==> src/rtl/utf8e_pkg.sv <==
package utf8e_pkg;

  localparam int unsigned QDepth = 2;

  typedef struct packed {
    logic [30:0] cp;
    logic [2:0]  len;
    logic        err;
  } entry_t;

  function automatic logic [7:0] lead_mark(input logic [2:0] len);
    logic [7:0] mark;
    unique case (len)
      3'd2:    mark = 8'hC0;
      3'd3:    mark = 8'hE0;
      3'd4:    mark = 8'hF0;
      3'd5:    mark = 8'hF8;
      3'd6:    mark = 8'hFC;
      default: mark = 8'h00;
    endcase
    return mark;
  endfunction

endpackage

==> src/rtl/utf8e_front.sv <==
module utf8e_front (
  input  logic                ascii_single_byte,
  input  logic                in_valid,
  input  logic [31:0]         code_point,
  input  logic                queue_full,
  output logic                in_stall,
  output logic                push,
  output utf8e_pkg::entry_t   entry
);

  logic single;

  assign in_stall = queue_full;
  assign push     = in_valid && !queue_full;
  assign single   = ascii_single_byte && (code_point != 32'd0) && (code_point < 32'h80);

  always_comb begin
    entry.cp  = code_point[30:0];
    entry.err = 1'b0;
    priority if (single) begin
      entry.len = 3'd1;
    end else if (code_point[31]) begin
      entry.len = 3'd1;
      entry.err = 1'b1;
    end else if (code_point < 32'h800) begin
      entry.len = 3'd2;
    end else if (code_point < 32'h10000) begin
      entry.len = 3'd3;
    end else if (code_point < 32'h200000) begin
      entry.len = 3'd4;
    end else if (code_point < 32'h4000000) begin
      entry.len = 3'd5;
    end else begin
      entry.len = 3'd6;
    end
  end

endmodule

==> src/rtl/utf8e_queue.sv <==
module utf8e_queue (
  input  logic              clk,
  input  logic              rst,
  input  logic              push,
  input  utf8e_pkg::entry_t wr_data,
  input  logic              pop,
  output logic              full,
  output logic              rd_valid,
  output utf8e_pkg::entry_t rd_data
);

  localparam int unsigned PtrW = (utf8e_pkg::QDepth > 1) ? $clog2(utf8e_pkg::QDepth) : 1;
  localparam int unsigned CntW = $clog2(utf8e_pkg::QDepth + 1);
  localparam logic [PtrW-1:0] LastPtr = PtrW'(utf8e_pkg::QDepth - 1);
  localparam logic [CntW-1:0] FullCnt = CntW'(utf8e_pkg::QDepth);

  utf8e_pkg::entry_t mem [utf8e_pkg::QDepth];
  logic [PtrW-1:0]   wr_ptr;
  logic [PtrW-1:0]   rd_ptr;
  logic [CntW-1:0]   count;
  logic              do_pop;

  assign full     = (count == FullCnt);
  assign rd_valid = (count != '0);
  assign rd_data  = mem[rd_ptr];
  assign do_pop   = pop && rd_valid;

  always_ff @(posedge clk) begin
    if (push) begin
      mem[wr_ptr] <= wr_data;
    end
  end

  always_ff @(posedge clk) begin
    if (rst) begin
      wr_ptr <= '0;
      rd_ptr <= '0;
      count  <= '0;
    end else begin
      if (push) begin
        wr_ptr <= (wr_ptr == LastPtr) ? '0 : wr_ptr + 1'b1;
      end
      if (do_pop) begin
        rd_ptr <= (rd_ptr == LastPtr) ? '0 : rd_ptr + 1'b1;
      end
      if (push && !do_pop) begin
        count <= count + 1'b1;
      end else if (do_pop && !push) begin
        count <= count - 1'b1;
      end
    end
  end

endmodule

==> src/rtl/utf8e_back.sv <==
module utf8e_back (
  input  logic              clk,
  input  logic              rst,
  input  logic              rd_valid,
  input  utf8e_pkg::entry_t rd_data,
  input  logic              out_stall,
  output logic              pop,
  output logic              out_valid,
  output logic [7:0]        out_byte,
  output logic              last_byte,
  output logic              range_error
);

  logic [2:0]  idx;
  logic [2:0]  sel;
  logic [30:0] shifted;
  logic [7:0]  byte_val;
  logic        at_last;
  logic        adv;

  assign adv     = rd_valid && (!out_valid || !out_stall);
  assign at_last = (idx == rd_data.len - 3'd1);
  assign sel     = rd_data.len - 3'd1 - idx;
  assign pop     = adv && at_last;

  always_comb begin
    unique case (sel)
      3'd0:    shifted = rd_data.cp;
      3'd1:    shifted = rd_data.cp >> 6;
      3'd2:    shifted = rd_data.cp >> 12;
      3'd3:    shifted = rd_data.cp >> 18;
      3'd4:    shifted = rd_data.cp >> 24;
      3'd5:    shifted = rd_data.cp >> 30;
      default: shifted = '0;
    endcase
  end

  always_comb begin
    priority if (rd_data.len == 3'd1) begin
      byte_val = rd_data.err ? 8'h00 : rd_data.cp[7:0];
    end else if (idx == 3'd0) begin
      byte_val = utf8e_pkg::lead_mark(rd_data.len) | shifted[7:0];
    end else begin
      byte_val = {2'b10, shifted[5:0]};
    end
  end

  always_ff @(posedge clk) begin
    if (rst) begin
      idx       <= '0;
      out_valid <= 1'b0;
    end else if (adv) begin
      out_valid <= 1'b1;
      idx       <= at_last ? 3'd0 : idx + 3'd1;
    end else if (!out_stall) begin
      out_valid <= 1'b0;
    end
  end

  always_ff @(posedge clk) begin
    if (adv) begin
      out_byte    <= byte_val;
      last_byte   <= at_last;
      range_error <= rd_data.err;
    end
  end

endmodule

==> src/rtl/utf8_sequence_encoder.sv <==
// UTF-8 encoder, original 31-bit form (1 to 6 byte sequences).
// Input channel: in_valid / in_stall with code_point; one request per code point.
// Output channel: out_valid / out_stall with out_byte, last_byte, range_error;
// one request per byte, last_byte set on the final byte of a code point.
// Code points at or above 0x80000000 give a single request with range_error
// set and out_byte zero. With ascii_single_byte set, 1..0x7F go out as one
// plain byte; zero always encodes as C0 80.
// cfg_write loads ascii_single_byte from cfg_data; write only while idle.
// A code point is registered in the queue, and each of its bytes is then
// registered in the output register before it is presented.
// Throughput: one byte per cycle while out_stall is low and the queue holds an
// entry, so a code point takes 1 to 6 bytes; the back-end serialiser sets this.
// A two-entry queue sits between the classifier and the serialiser, so new
// code points are taken while earlier bytes are still going out.
// Reset clears the queue, out_valid and the byte index, and sets ascii_single_byte.
// While out_stall is high the presented byte holds; once the queue fills,
// in_stall rises.
module utf8_sequence_encoder (
  input  logic        clk,
  input  logic        rst,
  input  logic        cfg_write,
  input  logic        cfg_data,
  input  logic        in_valid,
  output logic        in_stall,
  input  logic [31:0] code_point,
  output logic        out_valid,
  input  logic        out_stall,
  output logic [7:0]  out_byte,
  output logic        last_byte,
  output logic        range_error
);

  logic              ascii_single_byte;
  logic              queue_full;
  logic              push;
  logic              pop;
  logic              rd_valid;
  utf8e_pkg::entry_t wr_entry;
  utf8e_pkg::entry_t rd_entry;

  always_ff @(posedge clk) begin
    if (rst) begin
      ascii_single_byte <= 1'b1;
    end else if (cfg_write) begin
      ascii_single_byte <= cfg_data;
    end
  end

  utf8e_front u_front (
    .ascii_single_byte (ascii_single_byte),
    .in_valid          (in_valid),
    .code_point        (code_point),
    .queue_full        (queue_full),
    .in_stall          (in_stall),
    .push              (push),
    .entry             (wr_entry)
  );

  utf8e_queue u_queue (
    .clk      (clk),
    .rst      (rst),
    .push     (push),
    .wr_data  (wr_entry),
    .pop      (pop),
    .full     (queue_full),
    .rd_valid (rd_valid),
    .rd_data  (rd_entry)
  );

  utf8e_back u_back (
    .clk         (clk),
    .rst         (rst),
    .rd_valid    (rd_valid),
    .rd_data     (rd_entry),
    .out_stall   (out_stall),
    .pop         (pop),
    .out_valid   (out_valid),
    .out_byte    (out_byte),
    .last_byte   (last_byte),
    .range_error (range_error)
  );

  a_err_alone: assert property (@(posedge clk) disable iff (rst)
    out_valid && range_error |-> last_byte && (out_byte == 8'h00))
    else $error("range error not a lone zero byte");

  a_mid_byte: assert property (@(posedge clk) disable iff (rst)
    out_valid && !last_byte |-> out_byte[7] && !range_error)
    else $error("non-final byte is not a lead or continuation byte");

  a_reset_idle: assert property (@(posedge clk)
    !rst && $past(rst) |-> !out_valid)
    else $error("output valid straight after reset");

  a_pop_last: assert property (@(posedge clk) disable iff (rst)
    pop |=> out_valid && last_byte)
    else $error("queue entry retired without a final byte");

endmodule

==> config.mk <==
export PLATFORM = sky130hd
export DESIGN_NAME = utf8_sequence_encoder
export DESIGN_NICKNAME = d
export VERILOG_FILES = /design/src/rtl/utf8e_pkg.sv /design/src/rtl/utf8e_front.sv /design/src/rtl/utf8e_queue.sv /design/src/rtl/utf8e_back.sv /design/src/rtl/utf8_sequence_encoder.sv
export SDC_FILE = /design/constraint.sdc
export NUM_CORES = 1
export LEC_CHECK = 0
export BUFFER_PORTS_ARGS = -buffer_cell sky130_fd_sc_hd__buf_4
export CAP_MARGIN = 40
export CORE_MARGIN = 3
export CORE_UTILIZATION = 63
export CTS_CLUSTER_SIZE = 8
export DETAILED_ROUTE_END_ITERATION = 10
export GPL_ROUTABILITY_DRIVEN = 0
export PLACE_DENSITY = 0.88
export SLEW_MARGIN = 5
export SYNTH_ARGS = -nofsm -noshare
export SYNTH_HDL_FRONTEND = slang
export SYNTH_HIERARCHICAL = 1
export SYNTH_SLANG_ARGS = --single-unit
==> constraint.sdc <==
create_clock -name clk -period 5.3 [get_ports clk]
set_input_delay 0.795 -clock clk [delete_from_list [all_inputs] [get_ports clk]]
set_output_delay 0.795 -clock clk [all_outputs]
set_load 0.02 [all_outputs]
==> results.toml, run 1 <==
[setup_path]
worstPathRequired_ns = 5.40
r2r_slack_ns = 1.60
cp_slowest_stage_delay_ns = 1.02
critPathCaptureType = "register"
critPathLaunchType = "register"
path_max_fanout = 35
path_cells = "buf_4 -> mux2_2 -> inv_1 -> ha_1 -> fa_1 -> mux4_2 -> and2_4 -> nor4_2 -> o32ai_1"
worst-setup-path-type = "register to register"
cp.arrival_ns = 3.81
cpMaxStageDelayCell = "fa_1"
r2r-end = "u_back/out_byte[6]"
reg2reg_depth = 9

[timing]
setup_violations = 0
finClkSkew_ns = 0.00989
finalMaxSlewViolations = 0
timing.fmax_mhz = 270
hold_viol_final = 0
worst_pin_slew_ns = 0.760
post-route-min-period_ns = 3.70
rsz0062_at_grt = "false"
slew_headroom = 0.493
fin_setup_tns_ns = 0
finalCritPeriodShare = 0.699

[synthesis]
synthCells = 313
synth.most_common_cell = "edfxtp_1"
yosys.area.top_type_share = 0.548
synth_top_cell_by_area = "edfxtp_1"
synth-async-reset-ratio = 0
synth_edf_count = 80
synth_cell_types = 57
yosys-top-cells-area = "edfxtp_1 55%, mux2_2 9.0%, buf_4 6.2%"
syn_area_per_cell_um2 = 14.0
synth.yosys.seq_area_share = 0.594
synth_warnings = 6
syn-num-nets = 362
synth-seq-cells = 90
synth_common_cells = "80 x edfxtp_1, 36 x buf_4, 35 x mux2_2"
synth_area_mm2 = 0.00438
ys.flop_type = "edfxtp_1"

[die]
fp-row-count = 29
dieArea_mm2 = 0.00799
coreArea_mm2 = 0.00653
start_util = 0.671
io_pins = 50
die_w_um = 89.4
die_h_um = 89.4

[route]
ant_nets = 0
routed_wl_um = 8330
vias = 2560
via_per_inst = 6.17
drtIter0Drc = 282
drtPass1Iterations = 5
drc = 0
routedWlPerCell_um = 20.1

[clocking]
htree_levels = 3
clk_latency_ns = 0.36
cts_tree = "built"
post-cts-setup-buffers = 0
clkTransAtPathRegs_ns = 0.09
clockBufferDepth = 2
cts_made_buffers = 9
root_buffer = "clkbuf_8"
holdBufCountCts = 0
clock_sinks = 90
cts_resized = 0

[global_routing]
use_met1 = 0.283
antenna_found_initial = 0
use_met3 = 0.0424
top_usage_layer = "met2"
grt_max_degree = 36
met2_usage = 0.378
grt_use_total = 0.228
grt_pass1_vias = 2561
gr-total-overflow = 0
grt_pass1_wl_um = 13000

[place]
portBuffers = 49
hpwl_um = 5640

[hold_path]
hp-start = "u_back/out_valid"
holdPathEnd = "u_back/out_valid"
hp-class = "register to register"
hold_depth = 2

[power]
power.total_mw = 2.39
max-vdd-ir-drop_uv = 244
p_leak_nw = 1.77
cellPowerDensity_mw_per_mm2 = 497

[finish]
antennaDiodeCount = 0
syn_to_final_growth_pct = 9.88
nets = 382
layout-drive-gt1-share = 0.346

[status]
run_status = "completed"

[run]
maxCapViolCount = 0
through the flow:
step           instance area, um^2  setup slack [ns]  hold slack (ns)  instances  utilization
2_1_floorplan                 4380              2.15            0.466        313            -
5_1_grt                       4810              1.40            0.555        415        0.737
6_report                      4810              1.60            0.526        415        0.737
3_3_place_gp                  4570              1.73            0.486        399        0.700
3_5_place_dp                  4570              1.61            0.498        399        0.700
4_1_cts                       4810              1.62            0.523        415        0.737
cell usage in the layout (no fill, tap or decap), drive strengths merged, types with 4 or more instances in the layout:
| cell type | instances |
|---|---|
| nor2 | 15 |
| mux2i | 6 |
| mux2 | 36 |
| inv | 8 |
| nand2 | 9 |
| edfxtp | 80 |
| nor2b | 5 |
| buf | 53 |
| a21oi | 10 |
| o21ai | 9 |
| clkbuf | 9 |
| xor2 | 4 |
| ha | 10 |
| dfxtp | 10 |
| or2 | 4 |
| nor3 | 7 |
| or4 | 5 |
power breakdown:
group / switching (mW) / internal [mW] / total (mW) / leakage [nW]
registers: 0.0473 / 0.940 / 0.988 / 0.831
clock network: 0.238 / 0.313 / 0.551 / 0.120
logic: 0.485 / 0.369 / 0.854 / 0.821
worst max path at each step:
| stage | endpoint | cells past startpoint | startpoint |
|---|---|---|---|
| after floorplan | u_back/out_byte[7] | 11 | register |
| after global placement | u_back/out_byte[6] | 9 | register |
| after detailed placement | u_back/out_byte[6] | 9 | register |
| after CTS | u_back/out_byte[6] | 9 | register |
| after global routing | u_back/out_byte[7] | 9 | register |
| final | u_back/out_byte[6] | 9 | register |
cell families after synthesis:
group           share of synthesized area
flops                               0.594
simple gates                       0.0943
buf+inv                            0.0754
mux                                 0.123
compound gates                     0.0560
fa+ha+maj                          0.0331
xor+xnor                           0.0246
routing by layer:
layer | wire length, um | vias up
li1 | - | 1181
met1 | 3330 | 1240
met2 | 4320 | 120
met3 | 436 | 19
met4 | 236 | 0
met5 | 0 | -
sequential cells by signal (all words and copies together) (netlist names), named ones only:
name and cells:
u_queue/wr_ptr 1, u_back/range_error 1, ascii_single_byte 1, u_queue/rd_ptr 1, u_back/last_byte 1, u_back/out_byte 8, u_queue/mem 70, u_back/idx 3
u_back/out_valid 1, u_queue/count 2
worst max-delay path, delay by kind of cell (launching register included):
| family | cells | cell delay [ns] |
|---|---|---|
| fa+ha+maj | 2 | 1.29 |
| mux | 2 | 0.85 |
| buf+inv | 2 | 0.48 |
| simple gates | 2 | 0.40 |
| flops | 1 | 0.32 |
| compound gates | 1 | 0.10 |
layout make-up:
type / instances / area (um^2)
clock buffer: 9 / 124
sequential: 90 / 2600
tap: 77 / 96.3
timing repair buffer: 53 / 398
clock inverter: 7 / 116
multi-input combinational: 172 / 1450
fill: 400 / 1720
inverter: 7 / 26.3
(Power assumes the default switching activity.)
==> inputs of run 2 (changes only) <==
--- a/config.mk
+++ b/config.mk
@@ -8,11 +8,11 @@
 export BUFFER_PORTS_ARGS = -buffer_cell sky130_fd_sc_hd__buf_4
 export CAP_MARGIN = 40
 export CORE_MARGIN = 3
-export CORE_UTILIZATION = 63
+export CORE_UTILIZATION = 53
 export CTS_CLUSTER_SIZE = 8
 export DETAILED_ROUTE_END_ITERATION = 10
 export GPL_ROUTABILITY_DRIVEN = 0
-export PLACE_DENSITY = 0.88
+export PLACE_DENSITY = 0.79
 export SLEW_MARGIN = 5
 export SYNTH_ARGS = -nofsm -noshare
 export SYNTH_HDL_FRONTEND = slang
==> constraint.sdc (replaced) <==
create_clock -name clk -period 3.3 [get_ports clk]
set_input_delay 0.495 -clock clk [delete_from_list [all_inputs] [get_ports clk]]
set_output_delay 0.495 -clock clk [all_outputs]
set_load 0.02 [all_outputs]
==> run 2 against run 1 <==
Worst setup slack got worse by 1.4 ns; clock skew hardly changed; largest cell class unchanged; combinational power rose by 64%; total power rose by 55%; hold slack worse by 0.19 ns; die area increased by 18%; register-to-register slack got worse by 1.4 ns.
==> results.toml, run 2 (same netlist as run 1, synthesis figures left out) <==
[finish]
most-common-layout-cells = "80 x edfxtp_1, 57 x buf_4, 35 x mux2_2, 15 x nor2_1"
reg.largest.list = "u_queue/mem x70, u_back/out_byte x8, u_back/idx x3"
instances_no_fill = 444
utilization = 0.612
fin_area_mm2 = 0.00483
layout-drive-gt1-share = 0.342
syn_to_final_growth_pct = 10.2
regMostFlops = "u_queue/mem"
fillerInstances = 603
antennaDiodeCount = 0
nets = 386
largest_reg_flops = 70
final_common_cell = "edfxtp_1"

[hold_path]
hp-start = "code_point[2]"
holdPathEnd = "u_queue/mem[0][6]"
hold_depth = 1
hp-class = "input pin to register"

[power]
combPwrFrac = 0.378
switching_power_mw = 1.20
sw_frac_of_total = 0.323
p_leak_nw = 1.77
internal_power_mw = 2.51
clkPwrFrac = 0.195
max-vdd-ir-drop_uv = 308
seqPwrFrac = 0.428
cellPowerDensity_mw_per_mm2 = 768

[clocking]
cts_resized = 0
cts_made_buffers = 9
post-cts-setup-buffers = 0
holdBufCountCts = 0
clock_sinks = 90
cts_tree = "built"
clockBufferDepth = 2
clkTransAtPathRegs_ns = 0.09
htree_levels = 3
clk_latency_ns = 0.35
root_buffer = "clkbuf_8"

[setup_path]
cp_slowest_stage_delay_ns = 0.80
r2r-end = "u_back/out_byte[6]"
critPathLaunchType = "register"
r2r_slack_ns = 0.18
path_max_fanout = 12
cp.arrival_ns = 3.22
path_cells = "mux2_2 -> inv_1 -> ha_1 -> fa_1 -> mux4_2 -> and2_4 -> nor4_2 -> o32ai_1"
path_depth = 8
worst-setup-path-type = "register to register"
critPathCaptureType = "register"
crit_family = "adder cells"
reg2reg_depth = 8
cpMaxStageDelayCell = "fa_1"
worstPathRequired_ns = 3.40
crit_buf_inv = 1

[global_routing]
gr-total-overflow = 0
grt_pass1_vias = 2471
grt_max_degree = 36
antenna_found_initial = 0
grt_pass1_wl_um = 13000
grt_use_total = 0.176

[timing]
fin_setup_tns_ns = 0
slew_headroom = 0.668
timing.fmax_mhz = 321
setup_violations = 0
finalCritPeriodShare = 0.945
setup_ws_ns = 0.181
hold_viol_final = 0
finClkSkew_ns = 0.0101
post-route-min-period_ns = 3.12
rsz0062_at_grt = "false"
worst_pin_slew_ns = 0.498
finalMaxSlewViolations = 0

[place]
pre_cts_slack_ns = 0.240
hpwl_um = 5590
placed_cells = 428
portBuffers = 49
place_area_mm2 = 0.00463

[die]
dieArea_mm2 = 0.00939
coreArea_mm2 = 0.00789
die_w_um = 96.9
fp-row-count = 32
start_util = 0.555
die_h_um = 96.9
io_pins = 50

[route]
vias = 2492
routedWlPerCell_um = 17.7
drtIter0Drc = 256
drc = 0
drtPass1Iterations = 5
ant_nets = 0
routed_wl_um = 7870
via_per_inst = 5.61

[run]
maxCapViolCount = 0

[status]
run_status = "completed"
[run 2: changes by cell type in the layout (fill, tap and decap cells not counted), sizes merged]
cell / previous run / this run
clkbuf: 9 / 15
buf: 53 / 57
bufinv: 3 / 0
clkinv: 2 / 1
clkinvlp: 1 / 0
inv: 8 / 7
[run 2: per-stage QoR]
| step | power, mW | hold slack [ns] |
|---|---|---|
| floorplan | 2.61 | 0.466 |
| global placement | 2.96 | 0.485 |
| detailed placement | 3.00 | 0.502 |
| CTS | 3.72 | 0.323 |
| global route | 3.91 | 0.315 |
| finish | 3.71 | 0.335 |
[run 2: power groups by stage]
stage               clock [mW]  sequential, mW  combinational, mW
floorplan                    0            1.68              0.929
global placement             0            1.60               1.36
detailed placement           0            1.62               1.39
CTS                      0.735            1.59               1.40
global route             0.777            1.61               1.53
finish                   0.722            1.59               1.40
[run 2: layout make-up]
type,count,area [um^2],area share
sequential,90,2600,0.539
multi-input combinational,172,1450,0.300
timing repair buffer,57,428,0.0886
clock buffer,15,189,0.0391
tap,102,128,0.0264
inverter,7,26.3,0.00544
clock inverter,1,5.00,0.00104
[run 2: worst max-delay path by stage]
stage / startpoint / to
2_1_floorplan: register / u_back/out_byte[7]
3_3_place_gp: register / u_back/out_byte[6]
3_5_place_dp: register / u_back/out_byte[6]
4_1_cts: register / u_back/out_byte[6]
5_1_grt: register / u_back/out_byte[6]
6_report: register / u_back/out_byte[6]
[run 2: metal layers]
layer | track usage | routed length (um)
met4 | 0.0616 | 172
met5 | 0 | 0
met3 | 0.0404 | 449
met2 | 0.281 | 3890
met1 | 0.238 | 3350
==> inputs of run 3 (changes only) <==
--- a/config.mk
+++ b/config.mk
@@ -8,11 +8,12 @@
 export BUFFER_PORTS_ARGS = -buffer_cell sky130_fd_sc_hd__buf_4
 export CAP_MARGIN = 40
 export CORE_MARGIN = 3
-export CORE_UTILIZATION = 53
+export CORE_UTILIZATION = 55
+export CTS_BUF_LIST = sky130_fd_sc_hd__clkbuf_2 sky130_fd_sc_hd__clkbuf_4 sky130_fd_sc_hd__clkbuf_8
 export CTS_CLUSTER_SIZE = 8
 export DETAILED_ROUTE_END_ITERATION = 10
 export GPL_ROUTABILITY_DRIVEN = 0
-export PLACE_DENSITY = 0.79
+export PLACE_DENSITY = 0.82
 export SLEW_MARGIN = 5
 export SYNTH_ARGS = -nofsm -noshare
 export SYNTH_HDL_FRONTEND = slang
==> run 3 against run 2 <==
Clock-buffer cell count decreased by 5; design area increased by 0.44%; combinational power about the same; clock skew increased by 0.00052 ns; critical endpoint is now u_back/out_byte[0]; largest power group unchanged.
==> results.toml, run 3 (same netlist as run 1, synthesis figures left out) <==
[status]
run_status = "completed"

[route]
drc = 0
routed_wl_um = 8130
drtPass1Iterations = 4
ant_nets = 0
routedWlPerCell_um = 18.4
vias = 2513
via_per_inst = 5.70
drtIter0Drc = 325

[global_routing]
grt_pass1_wl_um = 13200
grt_use_total = 0.198
grt_max_degree = 36
grt_pass1_vias = 2603
antenna_found_initial = 0
gr-total-overflow = 0

[power]
cellPowerDensity_mw_per_mm2 = 781
p_leak_nw = 1.78
internal_power_mw = 2.57
clkPwrFrac = 0.211
switching_power_mw = 1.21
power.total_mw = 3.79
sw_frac_of_total = 0.320
combPwrFrac = 0.370
seqPwrFrac = 0.419
max-vdd-ir-drop_uv = 391

[timing]
post-route-min-period_ns = 3.07
finalCritPeriodShare = 0.931
setup_ws_ns = 0.227
finalMaxSlewViolations = 0
worst_pin_slew_ns = 0.500
setup_violations = 0
rsz0062_at_grt = "false"
finClkSkew_ns = 0.0106
timing.fmax_mhz = 325
hold_viol_final = 0
slew_headroom = 0.667
fin_setup_tns_ns = 0

[clocking]
cts_made_buffers = 9
cts_resized = 0
clk_latency_ns = 0.35
clockBufferDepth = 2
holdBufCountCts = 0
htree_levels = 3
cts_tree = "built"
clock_sinks = 90
post-cts-setup-buffers = 0
clkTransAtPathRegs_ns = 0.09
root_buffer = "clkbuf_8"

[setup_path]
cpMaxStageDelayCell = "xnor3_1"
path_max_fanout = 7
cp_slowest_stage_delay_ns = 0.48
reg2reg_depth = 9
critPathCaptureType = "register"
cp.arrival_ns = 3.17
critPathLaunchType = "register"
r2r-end = "u_back/out_byte[0]"
worst-setup-path-type = "register to register"
r2r_slack_ns = 0.23
path_cells = "mux2_2 -> inv_1 -> ha_1 -> fa_1 -> xnor3_1 -> buf_4 -> mux2_4 -> nand4b_1 -> o211ai_1"
crit_buf_inv = 2
crit_path_end = "u_back/out_byte[0]"
worstPathRequired_ns = 3.40
crit_family = "adder cells"
path_depth = 9

[finish]
layout-drive-gt1-share = 0.354
antennaDiodeCount = 0
reg.largest.list = "u_queue/mem x70, u_back/out_byte x8, u_back/idx x3"
nets = 387
syn_to_final_growth_pct = 10.7
regMostFlops = "u_queue/mem"
final_common_cell = "edfxtp_1"
largest_reg_flops = 70
most-common-layout-cells = "80 x edfxtp_1, 58 x buf_4, 35 x mux2_2, 15 x nor2_1"

[die]
die_w_um = 95.2
coreArea_mm2 = 0.00749
die_h_um = 95.2
dieArea_mm2 = 0.00907
fp-row-count = 31
io_pins = 50
start_util = 0.585

[place]
pre_cts_slack_ns = 0.227
portBuffers = 49
hpwl_um = 5860

[run]
maxCapViolCount = 0

[hold_path]
hp-class = "input pin to register"
run 3: cell types whose count changed in the layout (fill, tap and decap cells not counted), sizes merged:
cell and change:
clkinvlp +2, clkbuf -5, buf +1, bufinv +2
run 3: layout make-up:
cell class | instances | area [um^2]
clock buffers | 10 | 131
flip-flops and latches | 90 | 2600
inverters | 7 | 26.3
fillers | 549 | 2640
clock inverters | 5 | 80.1
repair buffers | 58 | 435
well taps | 99 | 124
multi-input cells | 172 | 1450
run 3: power groups by stage:
stage	sequential (mW)	combinational (mW)	clock [mW]
5_1_grt	1.61	1.53	0.865
3_3_place_gp	1.61	1.35	0
3_5_place_dp	1.62	1.38	0
2_1_floorplan	1.68	0.929	0
6_report	1.59	1.40	0.801
4_1_cts	1.59	1.39	0.812
run 3: layer usage:
metal | global-route usage | wire, um | vias to the layer above
met3 | 0.0410 | 384 | 15
met1 | 0.253 | 3410 | 1225
met5 | 0 | 0 | -
met4 | 0.0757 | 178 | 0
met2 | 0.332 | 4160 | 81
li1 | - | - | 1192
run 3: how the worst min path moves through the flow:
stage	start	end	slack [ns]	cells after the start
global placement	u_queue/rd_ptr	u_queue/rd_ptr	0.49	2
CTS	code_point[16]	u_queue/mem[0][20]	0.31	1
floorplan	u_queue/count[1]	u_queue/count[1]	0.47	2
finish	code_point[1]	u_queue/mem[0][5]	0.33	1
detailed placement	u_queue/rd_ptr	u_queue/rd_ptr	0.50	2
global route	code_point[18]	u_queue/mem[0][22]	0.31	1
run 3: metrics by stage:
step                instance area, um^2  utilization  instances  hold slack (ns)
CTS                                4850        0.648        441            0.314
global placement                   4640        0.620        426            0.487
global route                       4850        0.648        441            0.312
floorplan                          4380            -        313            0.466
detailed placement                 4640        0.620        426            0.495
finish                             4850        0.648        441            0.327
